$ cat src/design/magnetometer_heading_atan2_defines.svh
// Assertion macros shared by the heading block.
// Each macro expects clk_i and rst_ni in scope.
`ifndef MAGNETOMETER_HEADING_ATAN2_DEFINES_SVH
`define MAGNETOMETER_HEADING_ATAN2_DEFINES_SVH

// Check that cons holds in the same cycle as ante.
`define MHA_ASSERT_NOW(lbl, ante, cons, msg) \
  lbl: assert property (@(posedge clk_i) disable iff (!rst_ni) (ante) |-> (cons)) \
    else $error(msg);

// Check that cons holds in the cycle after ante.
`define MHA_ASSERT_NEXT(lbl, ante, cons, msg) \
  lbl: assert property (@(posedge clk_i) disable iff (!rst_ni) (ante) |=> (cons)) \
    else $error(msg);

`endif

$ cat src/design/mha_pkg.sv
`default_nettype none

package mha_pkg;

  localparam int unsigned RAW_W               = 16;
  localparam int unsigned HEAD_W              = 16;
  localparam int unsigned VEC_GUARD           = 8;
  // Room for the rotated magnitude: sqrt(2) * CORDIC gain * 2^(15+VEC_GUARD).
  localparam int unsigned VEC_W               = RAW_W + VEC_GUARD + 3;
  localparam int unsigned ACC_FRAC            = 20;
  localparam int unsigned ACC_W               = 32;
  localparam int unsigned TABLE_LEN           = 24;
  localparam int unsigned TABLE_IDX_W         = $clog2(TABLE_LEN);
  localparam int unsigned ROTATION_STEPS_DEF  = 16;
  localparam int unsigned ANGLE_FRACTION_BITS = 7;
  localparam int          HALF_TURN_DEG       = 180;

  localparam logic signed [ACC_W-1:0] ACC_HALF_TURN =
    ACC_W'(HALF_TURN_DEG * (1 << ACC_FRAC));

  // Output window: half turn in output units, then the field's own range.
  localparam int HEAD_LIM = HALF_TURN_DEG * (1 << ANGLE_FRACTION_BITS);
  localparam int HEAD_HI  = (HEAD_LIM > 32767) ? 32767 : HEAD_LIM;
  localparam int HEAD_LO  = (HEAD_LIM > 32768) ? -32768 : -HEAD_LIM;

  localparam logic signed [HEAD_W-1:0] HEAD_HI_C = HEAD_W'(HEAD_HI);
  localparam logic signed [HEAD_W-1:0] HEAD_LO_C = HEAD_W'(HEAD_LO);

  typedef struct packed {
    logic                    zero;
    logic signed [VEC_W-1:0] x;
    logic signed [VEC_W-1:0] y;
    logic signed [ACC_W-1:0] acc;
  } mha_stage_t;

  // atan(2^-i) in degrees, 20 fraction bits, rounded to nearest.
  function automatic logic signed [ACC_W-1:0] atan_entry(input logic [TABLE_IDX_W-1:0] idx);
    logic signed [ACC_W-1:0] val;
    val = '0;
    unique case (idx)
      5'd0:    val = ACC_W'(47185920);
      5'd1:    val = ACC_W'(27855475);
      5'd2:    val = ACC_W'(14718068);
      5'd3:    val = ACC_W'(7471121);
      5'd4:    val = ACC_W'(3750058);
      5'd5:    val = ACC_W'(1876857);
      5'd6:    val = ACC_W'(938658);
      5'd7:    val = ACC_W'(469357);
      5'd8:    val = ACC_W'(234682);
      5'd9:    val = ACC_W'(117342);
      5'd10:   val = ACC_W'(58671);
      5'd11:   val = ACC_W'(29335);
      5'd12:   val = ACC_W'(14668);
      5'd13:   val = ACC_W'(7334);
      5'd14:   val = ACC_W'(3667);
      5'd15:   val = ACC_W'(1833);
      5'd16:   val = ACC_W'(917);
      5'd17:   val = ACC_W'(458);
      5'd18:   val = ACC_W'(229);
      5'd19:   val = ACC_W'(115);
      5'd20:   val = ACC_W'(57);
      5'd21:   val = ACC_W'(29);
      5'd22:   val = ACC_W'(14);
      5'd23:   val = ACC_W'(7);
      default: val = '0;
    endcase
    return val;
  endfunction

endpackage

`default_nettype wire

$ cat src/design/mha_in_if.sv
`default_nettype none

interface mha_in_if;
  import mha_pkg::*;

  logic              valid;
  logic              ready;
  logic [RAW_W-1:0]  x_raw;
  logic [RAW_W-1:0]  y_raw;

  modport source (output valid, output x_raw, output y_raw, input ready);
  modport sink   (input valid, input x_raw, input y_raw, output ready);
endinterface

`default_nettype wire

$ cat src/design/mha_out_if.sv
`default_nettype none

interface mha_out_if;
  import mha_pkg::*;

  logic                     valid;
  logic                     ready;
  logic signed [HEAD_W-1:0] heading;

  modport source (output valid, output heading, input ready);
  modport sink   (input valid, input heading, output ready);
endinterface

`default_nettype wire

$ cat src/design/magnetometer_heading_atan2.sv
// Depth: NSTEPS + 1 register stages (ROTATION_STEPS capped at TABLE_LEN), one per rotation cell
//   plus the rounding output register; a stage with a free slot takes a request at once.
// Throughput: one request per cycle while the sink keeps ready high; each cell holds one vector.
// Reset: rst_ni is asynchronous, active low; it empties every stage, data regs keep content.
`default_nettype none

`include "magnetometer_heading_atan2_defines.svh"

module magnetometer_heading_atan2 #(
  parameter int unsigned ROTATION_STEPS = mha_pkg::ROTATION_STEPS_DEF
) (
  input  logic      clk_i,
  input  logic      rst_ni,
  mha_in_if.sink    req_i,
  mha_out_if.source rsp_o
);
  import mha_pkg::*;

  // The angle table has TABLE_LEN entries; extra steps would add nothing.
  localparam int unsigned NSTEPS = (ROTATION_STEPS > TABLE_LEN) ? TABLE_LEN : ROTATION_STEPS;

  logic       vld [NSTEPS+1];
  logic       rdy [NSTEPS+1];
  mha_stage_t stg [NSTEPS+1];

  logic signed [VEC_W-1:0] x_ext;
  logic signed [VEC_W-1:0] y_ext;
  logic signed [VEC_W-1:0] x_m;
  logic signed [VEC_W-1:0] y_m;
  logic                    flip;

  // Front end: sign-extend the readings. A vector in the left half plane is
  // turned by a half turn so the rotations only have to cover +-90 degrees;
  // the accumulator starts at +180 or -180 to match the sign of y.
  always_comb begin
    x_ext = {{(VEC_W-RAW_W){req_i.x_raw[RAW_W-1]}}, req_i.x_raw};
    y_ext = {{(VEC_W-RAW_W){req_i.y_raw[RAW_W-1]}}, req_i.y_raw};
    flip  = req_i.x_raw[RAW_W-1];
    x_m   = flip ? -x_ext : x_ext;
    y_m   = flip ? -y_ext : y_ext;

    stg[0].zero = (req_i.x_raw == '0) && (req_i.y_raw == '0);
    stg[0].x    = x_m <<< VEC_GUARD;
    stg[0].y    = y_m <<< VEC_GUARD;
    if (!flip) begin
      stg[0].acc = '0;
    end else if (req_i.y_raw[RAW_W-1]) begin
      stg[0].acc = -ACC_HALF_TURN;
    end else begin
      stg[0].acc = ACC_HALF_TURN;
    end
  end

  assign vld[0]      = req_i.valid;
  assign req_i.ready = rdy[0];

  // Rotation chain: cell k applies the k-th micro-rotation and passes its
  // vector to cell k+1; each slot stalls only when the one after it is full.
  for (genvar k = 0; k < NSTEPS; k++) begin : g_cell
    mha_cell #(
      .STEP(k)
    ) u_cell (
      .clk_i  (clk_i),
      .rst_ni (rst_ni),
      .valid_i(vld[k]),
      .ready_o(rdy[k]),
      .data_i (stg[k]),
      .valid_o(vld[k+1]),
      .ready_i(rdy[k+1]),
      .data_o (stg[k+1])
    );
  end

  // Round the angle to the output fraction, clamp, and hold it for the sink.
  mha_round u_round (
    .clk_i  (clk_i),
    .rst_ni (rst_ni),
    .valid_i(vld[NSTEPS]),
    .ready_o(rdy[NSTEPS]),
    .data_i (stg[NSTEPS]),
    .rsp_o  (rsp_o)
  );

  // An accepted request always lands in the first cell.
  `MHA_ASSERT_NEXT(a_accept_lands, req_i.valid && req_i.ready, vld[1], "request not captured by first cell")

  // The last cell holds its vector while the output register is full.
  `MHA_ASSERT_NEXT(a_last_cell_holds, vld[NSTEPS] && !rdy[NSTEPS], vld[NSTEPS] && $stable(stg[NSTEPS]), "last cell lost data under stall")

  // A delivered heading stays inside the half-turn window.
  `MHA_ASSERT_NOW(a_heading_range, rsp_o.valid, (rsp_o.heading <= HEAD_HI_C) && (rsp_o.heading >= HEAD_LO_C), "heading outside half turn")

endmodule

`default_nettype wire

$ cat src/design/mha_cell.sv
`default_nettype none

module mha_cell #(
  parameter int unsigned STEP = 0
) (
  input  logic                clk_i,
  input  logic                rst_ni,
  input  logic                valid_i,
  output logic                ready_o,
  input  mha_pkg::mha_stage_t data_i,
  output logic                valid_o,
  input  logic                ready_i,
  output mha_pkg::mha_stage_t data_o
);
  import mha_pkg::*;

  localparam logic signed [ACC_W-1:0] ANGLE = atan_entry(TABLE_IDX_W'(STEP));

  logic                    valid_q;
  mha_stage_t              data_q;
  mha_stage_t              data_d;
  logic signed [VEC_W-1:0] xs;
  logic signed [VEC_W-1:0] ys;

  // Rotate toward the positive x axis by atan(2^-STEP).
  always_comb begin
    xs          = data_i.x >>> STEP;
    ys          = data_i.y >>> STEP;
    data_d.zero = data_i.zero;
    if (!data_i.y[VEC_W-1]) begin
      data_d.x   = data_i.x + ys;
      data_d.y   = data_i.y - xs;
      data_d.acc = data_i.acc + ANGLE;
    end else begin
      data_d.x   = data_i.x - ys;
      data_d.y   = data_i.y + xs;
      data_d.acc = data_i.acc - ANGLE;
    end
  end

  // Take a new request whenever this slot is empty or draining.
  assign ready_o = !valid_q || ready_i;

  always_ff @(posedge clk_i or negedge rst_ni) begin
    if (!rst_ni) begin
      valid_q <= 1'b0;
    end else if (ready_o) begin
      valid_q <= valid_i;
    end
  end

  always_ff @(posedge clk_i) begin
    if (ready_o && valid_i) begin
      data_q <= data_d;
    end
  end

  assign valid_o = valid_q;
  assign data_o  = data_q;

endmodule

`default_nettype wire

$ cat src/design/mha_round.sv
`default_nettype none

module mha_round (
  input  logic                clk_i,
  input  logic                rst_ni,
  input  logic                valid_i,
  output logic                ready_o,
  input  mha_pkg::mha_stage_t data_i,
  mha_out_if.source           rsp_o
);
  import mha_pkg::*;

  localparam int unsigned SHIFT = ACC_FRAC - ANGLE_FRACTION_BITS;
  localparam logic signed [ACC_W-1:0] RND     = ACC_W'(1 << (SHIFT - 1));
  localparam logic signed [ACC_W-1:0] ACC_HI  = ACC_W'(HEAD_HI);
  localparam logic signed [ACC_W-1:0] ACC_LO  = ACC_W'(HEAD_LO);

  logic                     valid_q;
  logic signed [HEAD_W-1:0] heading_q;
  logic signed [HEAD_W-1:0] heading_d;
  logic signed [ACC_W-1:0]  acc_rnd;
  logic signed [ACC_W-1:0]  res;

  // Round to nearest, clamp to the half turn and the field range; a zero vector gives zero.
  always_comb begin
    acc_rnd = data_i.acc + RND;
    res     = acc_rnd >>> SHIFT;
    priority if (data_i.zero) begin
      heading_d = '0;
    end else if (res > ACC_HI) begin
      heading_d = HEAD_HI_C;
    end else if (res < ACC_LO) begin
      heading_d = HEAD_LO_C;
    end else begin
      heading_d = res[HEAD_W-1:0];
    end
  end

  assign ready_o = !valid_q || rsp_o.ready;

  always_ff @(posedge clk_i or negedge rst_ni) begin
    if (!rst_ni) begin
      valid_q <= 1'b0;
    end else if (ready_o) begin
      valid_q <= valid_i;
    end
  end

  always_ff @(posedge clk_i) begin
    if (ready_o && valid_i) begin
      heading_q <= heading_d;
    end
  end

  assign rsp_o.valid   = valid_q;
  assign rsp_o.heading = heading_q;

endmodule

`default_nettype wire

$ cat src/flat_wrapper.sv
// flat-port wrapper written by rule: the top's interface ports become plain ports
module magnetometer_heading_atan2_flat import mha_pkg::*;
#(
  parameter int unsigned ROTATION_STEPS = mha_pkg::ROTATION_STEPS_DEF
)
  (clk_i, rst_ni, req_i_valid, req_i_x_raw, req_i_y_raw, req_i_ready, rsp_o_valid, rsp_o_heading, rsp_o_ready);
  mha_in_if req_i_i ();
  mha_out_if rsp_o_i ();
  input  logic clk_i;
  input  logic rst_ni;
  input wire logic [$bits(req_i_i.valid)-1:0] req_i_valid;
  input wire logic [$bits(req_i_i.x_raw)-1:0] req_i_x_raw;
  input wire logic [$bits(req_i_i.y_raw)-1:0] req_i_y_raw;
  output wire logic [$bits(req_i_i.ready)-1:0] req_i_ready;
  output wire logic [$bits(rsp_o_i.valid)-1:0] rsp_o_valid;
  output wire logic [$bits(rsp_o_i.heading)-1:0] rsp_o_heading;
  input wire logic [$bits(rsp_o_i.ready)-1:0] rsp_o_ready;
  assign req_i_i.valid = req_i_valid;
  assign req_i_i.x_raw = req_i_x_raw;
  assign req_i_i.y_raw = req_i_y_raw;
  assign req_i_ready = req_i_i.ready;
  assign rsp_o_valid = rsp_o_i.valid;
  assign rsp_o_heading = rsp_o_i.heading;
  assign rsp_o_i.ready = rsp_o_ready;
  magnetometer_heading_atan2 #(.ROTATION_STEPS(ROTATION_STEPS)) u_core (.clk_i(clk_i), .rst_ni(rst_ni), .req_i(req_i_i), .rsp_o(rsp_o_i));
endmodule
$ cat config.mk
export PLATFORM = sky130hd
export DESIGN_NAME = magnetometer_heading_atan2_flat
export DESIGN_NICKNAME = d
export VERILOG_FILES = /design/src/design/mha_pkg.sv /design/src/design/mha_in_if.sv /design/src/design/mha_out_if.sv /design/src/design/magnetometer_heading_atan2.sv /design/src/design/mha_cell.sv /design/src/design/mha_round.sv /design/src/flat_wrapper.sv
export VERILOG_INCLUDE_DIRS = /design/src /design/src/design
export SDC_FILE = /design/constraint.sdc
export NUM_CORES = 2
export LEC_CHECK = 0
export ABC_AREA = 1
export BUFFER_PORTS_ARGS = -buffer_cell sky130_fd_sc_hd__buf_2
export CAP_MARGIN = 0
export CORE_ASPECT_RATIO = 1.75
export CORE_MARGIN = 10
export CORE_UTILIZATION = 35
export CTS_BUF_LIST = sky130_fd_sc_hd__clkbuf_4
export CTS_CLUSTER_DIAMETER = 150
export DETAILED_ROUTE_END_ITERATION = 16
export SYNTH_ARGS = -nofsm -noshare
export SYNTH_HDL_FRONTEND = slang
export SYNTH_SLANG_ARGS = --single-unit
$ cat constraint.sdc
create_clock -name clk_i -period 9.3 [get_ports clk_i]
set_input_delay 0.465 -clock clk_i [delete_from_list [all_inputs] [get_ports clk_i]]
set_output_delay 0.465 -clock clk_i [all_outputs]
set_load 0.01 [all_outputs]
Yosys cells after proc, flatten, opt, wreduce, memory -nomap -nowiden
Cells that the tools add are included.
Storage, ports and cells
  output and inout port bits: 18
  register bits: 1344
  logic and storage cells: 255
Cells by class
  multiplexer cells: 22
  reduce and logical (&&, ||, !) cells: 56
  $lt $le $gt $ge: 2
  $add $sub $neg: 94
Operators with widths (number)
  two-way mux 86 bit: 15
  two-way mux 32 bit: 3
  adder 32 x 14 -> 32 bit, second input constant: 2
  adder 27 x 13 -> 27 bit: 2
  adder 27 x 14 -> 27 bit: 2
  adder 27 x 15 -> 27 bit: 2
  adder 27 x 16 -> 27 bit: 2
  adder 27 x 17 -> 27 bit: 2
  adder 27 x 18 -> 27 bit: 2
  adder 27 x 19 -> 27 bit: 2
  adder 27 x 20 -> 27 bit: 2
  adder 27 x 21 -> 27 bit: 2
  adder 27 x 22 -> 27 bit: 2
  adder 27 x 23 -> 27 bit: 2
  adder 27 x 24 -> 27 bit: 2
  adder 27 x 25 -> 27 bit: 2
  adder 27 x 26 -> 27 bit: 2
  subtractor 27 x 13 -> 27 bit: 2
  subtractor 27 x 14 -> 27 bit: 2
  subtractor 27 x 15 -> 27 bit: 2
  subtractor 27 x 16 -> 27 bit: 2
  subtractor 27 x 17 -> 27 bit: 2
  subtractor 27 x 18 -> 27 bit: 2
  subtractor 27 x 19 -> 27 bit: 2
  52 further kinds: 112

Longest topological paths before layout
  depth in word-level cells: 19
  depth in mapped cells: 24

Hierarchy
A second synthesis with hierarchy kept.
Second synthesis, totals
  cell total of the unflattened synthesis: 24872
  area, all modules: 159754.5 um^2
Modules (own cells, without submodules)
  mha_cell (u_core.g_cell[1].u_cell): area each 10316.1 um^2, cells an instance 1649, times used 1
  mha_cell (u_core.g_cell[3].u_cell): area each 10247.3 um^2, cells an instance 1620, times used 1
  mha_cell (u_core.g_cell[2].u_cell): area each 10107.2 um^2, cells an instance 1586, times used 1
  mha_cell (u_core.g_cell[5].u_cell): area each 10074.7 um^2, cells an instance 1598, times used 1
  mha_cell (u_core.g_cell[6].u_cell): area each 10004.6 um^2, cells an instance 1544, times used 1
  mha_cell (u_core.g_cell[4].u_cell): area each 9962.1 um^2, cells an instance 1570, times used 1
  mha_cell (u_core.g_cell[8].u_cell): area each 9959.6 um^2, cells an instance 1548, times used 1
  mha_cell (u_core.g_cell[10].u_cell): area each 9913.3 um^2, cells an instance 1539, times used 1
  mha_cell (u_core.g_cell[7].u_cell): area each 9853.2 um^2, cells an instance 1564, times used 1
  mha_cell (u_core.g_cell[11].u_cell): area each 9706.8 um^2, cells an instance 1522, times used 1
  mha_cell (u_core.g_cell[9].u_cell): area each 9658.0 um^2, cells an instance 1515, times used 1
  mha_cell (u_core.g_cell[14].u_cell): area each 9648.0 um^2, cells an instance 1488, times used 1
  mha_cell (u_core.g_cell[12].u_cell): area each 9614.2 um^2, cells an instance 1452, times used 1
  mha_cell (u_core.g_cell[13].u_cell): area each 9522.9 um^2, cells an instance 1473, times used 1
  +4 rows

Worst setup path after synthesis
No wires, ideal clock.
  kind: input to register
  from: input port rsp_o_ready
  to: register u_core.g_cell[4].u_cell.data_q (netlist bit u_core.g_cell[4].u_cell.data_o[10]) (enable)
  arrival: 4.732 ns
  cell stages on the path: 10
  setup slack: 4.035 ns
  buffers on the path: 0
  library setup time: 0.532 ns
  cells stage by stage: inv_1 nand4_1 nor2_1 nand4_1 nor2_2 nand4_1 nor2_2 inv_1 nor2_1 nor2_1
Between the ends
  cells in the longest elaborated chain, start to end: 14
Ends and longest elaborated chain
  start, declared: line flat_wrapper.sv:17  | input wire logic [$bits(rsp_o_i.ready)-1:0] rsp_o_ready;
  logical OR 1 bit: line mha_round.sv:39  | assign ready_o = !valid_q || rsp_o.ready;
  logical OR 1 bit (12 in series): line mha_cell.sv:42  | assign ready_o = !valid_q || ready_i;
  logical AND 1 bit: line mha_cell.sv:53  | if (ready_o && valid_i) begin
  end signal, assigned: line mha_cell.sv:54  | data_q <= data_d;
  end, declared: line mha_cell.sv:20  | mha_stage_t data_q;
Every way passes these cells.
A chain may end at the register's enable or synchronous reset.

==> impl_metrics.json <==
{
  "clk_latency_ns": 1.31,
  "clock_path_buffers": 4,
  "timing.rr.start": "u_core.g_cell[12].u_cell.data_o[58]",
  "place.gp.congestion": 0.990,
  "cts.sinks": 1187,
  "antenna_found_initial": 10,
  "crit_chain": "buf_4 > clkinv_1 > nor2_1 > a21oi_1 > or2_2 > ha_1 > a21oi_1 > o21ai_0 > a21oi_1 > a21boi_0 > nor2_1 > o21bai_1 > nand2_1",
  "report.final.hold_viol_count": 0,
  "cp-start-kind": "flip-flop",
  "die-area_sq_mm": 0.327,
  "finalWorstSetupSlack_ns": 4.34,
  "crit_top_cell": "a21oi_1",
  "die_w_um": 436,
  "final_nets": 14835,
  "area_growth_syn_to_layout_pct": 9.15,
  "rows": 267,
  "grt_max_degree": 87,
  "r2r-end": "u_core.g_cell[13].u_cell.data_o[54]",
  "antenna_left": 0,
  "dp_hpwl_um": 279000,
  "dr.pass1.iters": 8,
  "synth_edf_count": 1170,
  "timing.final.crit_share_pct": 53.3,
  "grt_usage_pct": 19.5,
  "wire_per_inst_um": 18.6,
  "worstPathRequired_ns": 10.29,
  "syn-instance-count": 13238,
  "crit_fanout": 41,
  "drc": 0,
  "first_global_vias": 96839,
  "numPortBuffers": 53,
  "regToRegSetupSlack_ns": 4.34,
  "drv_slew": 0,
  "layout_common_cells": "2520 x nand2_1, 1552 x inv_1, 1371 x nor2_1",
  "tns_ns": 0,
  "start_util_pct": 35.1,
  "post_cts_buffers": 0,
  "coreArea_sq_mm": 0.302,
  "relSlewSlack_pct": 21.7,
  "hold_class": "in2reg",
  "crit_start": "u_core.g_cell[12].u_cell.data_o[58]",
  "drt_iter0_markers": 4213,
  "vias": 92438,
  "worst_pin_slew_ns": 1.16,
  "finalCriticalPeriod_ns": 4.96,
  "seq_area_frac_synth_pct": 33.5,
  "setup.worst_path.end": "u_core.g_cell[13].u_cell.data_o[54]",
  "cts_buffers": 322,
  "min_from": "req_i_y_raw[13]",
  "skew_ns": 0.140,
  "ys_types": 62,
  "status": "complete, no violations",
  "synthArstFlopShare_pct": 1.43,
  "post-place-ws_ns": 4.37,
  "worst_r2r_path_depth": 13,
  "synth_ff_type": "edfxtp_1",
  "cp_data_arrival_time_ns": 5.95,
  "die_y_um": 749,
  "gr-total-overflow": 0,
  "rsz0062_at_grt": "no",
  "cts_tree": "yes",
  "crit_type": "reg2reg",
  "fmax_ghz": 0.202,
  "cts_max_level": 5,
  "grt_pass1_wl_um": 506000,
  "stdcell_area_sq_mm": 0.116,
  "crit_path_end_kind": "flip-flop",
  "drive_above_1_share_pct": 4.95,
  "routed_wl_um": 332000,
  "ys_warn_count": 0,
  "clk_pin_slew_worst_paths_ns": 0.06,
  "placed_area_sq_mm": 0.112,
  "synth_area_sq_mm": 0.106,
  "setup_viol": 0,
  "cap_violations": 0,
  "syn_avg_cell_area_sq_um": 8.02,
  "cts_root_buf": "clkbuf_4",
  "synth-seq-cells": 1187,
  "final_common_cell": "nand2_1",
  "io_pins": 54,
  "max_stage_delay_ns": 1.00,
  "viasPerCell": 5.17,
  "crit_path_top_delay_cell": "clkinv_1"
}
## cell usage after synthesis, types with 4 or more instances
master	instances	area (sq um)
a21boi_0	105	788
o21bai_1	123	923
nor3_2	4	40.0
nor4_1	61	382
nand2_1	2520	9460
fa_1	39	781
buf_2	10	50.1
nor3_1	257	1290
o2111ai_1	4	35.0
xnor2_1	464	4060
o21ai_1	14	70.1
buf_1	10	37.5
a21o_1	160	1200
clkinv_1	4	15.0
nor2_2	11	68.8
xor2_1	960	8410
a211oi_1	17	128
nand2_2	7	43.8
nor2_1	1378	5170
edfxtp_1	1170	35100
and2_1	4	25.0
dfrtp_1	17	425
a21oi_1	1265	6330
clkbuf_1	75	282
nand4_1	179	1120
a221oi_1	34	298
or2_2	25	156
o221ai_1	42	368
a22oi_1	4	30.0
o211ai_1	56	420
nand3_1	487	2440
o31ai_1	51	383
o21ai_0	684	3420
nand3b_1	22	165
a31oi_1	151	945
o21a_1	57	428
ha_1	1160	14500
inv_1	1558	5850
o311ai_0	6	52.6
o21ai_2	7	61.3
## logic make-up (layout without fill, tap and decap cells)
| kind of cell | Yosys count | count (layout) | synth area share, % |
|---|---|---|---|
| buffers and inverters | 1662 | 2259 | 5.90 |
| AO/OA/AOI/OAI | 2791 | 2791 | 15.1 |
| XOR/XNOR | 1426 | 1426 | 11.8 |
| multiplexers | 3 | 3 | 0.0283 |
| other | 2 | 12 | 0.00708 |
| adder cells (fa/ha/maj) | 1199 | 1199 | 14.4 |
| AND/OR/NAND/NOR | 4968 | 4968 | 19.3 |
| flip-flops | 1187 | 1187 | 33.5 |
## sequential cells by signal, summed over array words and instances (netlist names)
register                      flops
u_core.u_round.rsp_o.valid        1
u_core.g_cell.u_cell.valid_o     16
u_core.u_round.rsp_o.heading     16
u_core.g_cell.u_cell.data_o    1154
## critical path, delay by kind of cell, from the launching register on
kind | cells | cell delay, ns
AND/OR/NAND/NOR | 4 | 1.47
buffers and inverters | 2 | 1.43
AO/OA/AOI/OAI | 6 | 1.14
adder cells (fa/ha/maj) | 1 | 0.35
flip-flops | 1 | 0.32
## through the flow
stage | instances | hold WS (ns) | utilization [%]
2_1_floorplan | 13242 | 0.169 | -
3_3_place_gp | 17291 | 0.405 | 37.0
3_5_place_dp | 17291 | 0.405 | 37.0
4_1_cts | 17874 | 0.0120 | 38.4
5_1_grt | 17880 | 0.134 | 38.4
6_report | 17880 | 0.173 | 38.4
## final cells by class
type / count / area, sq um
fillers: 31789 / 186000
flip-flops and latches: 1187 / 35600
clock inverters: 125 / 751
multi-input cells: 10393 / 64400
repair buffers: 131 / 911
well taps: 4035 / 5050
diodes: 6 / 15.0
inverters: 1565 / 5880
clock buffers: 438 / 3290
## routing by layer
metal | vias to the layer above | track usage, % | wire length (um) | part of all wire (%)
li1 | 46377 | - | - | -
met1 | 42748 | 14.3 | 95400 | 29
met2 | 2034 | 41.7 | 193000 | 58
met3 | 1269 | 2.34 | 8970 | 2.7
met4 | 10 | 17.5 | 34800 | 10
met5 | - | 0 | 70 | 0.021
## worst min path at each step
| stage | to | slack, ns | cells after the start |
|---|---|---|---|
| after CTS | u_core.g_cell[0].u_cell.data_o[58] | 0.01 | 9 |
| final | u_core.g_cell[0].u_cell.data_o[25] | 0.17 | 7 |
| after global placement | u_core.g_cell[15].u_cell.data_o[86] | 0.41 | 0 |
| after global routing | u_core.g_cell[0].u_cell.data_o[25] | 0.13 | 7 |
| after floorplan | u_core.g_cell[0].u_cell.valid_o | 0.17 | 0 |
| after detailed placement | u_core.g_cell[14].u_cell.data_o[86] | 0.40 | 0 |
## timing repair
item | in CTS | in global routing
endpoints found under the setup margin | 0 | 0
hold endpoints to repair | 103 | 0
gates resized for setup | 0 | 0
hold buffers | 20 | 0
Power is left out: the tool's default activity adds up to more than one toggle a clock period on the data nets, which glitch-free logic cannot reach.
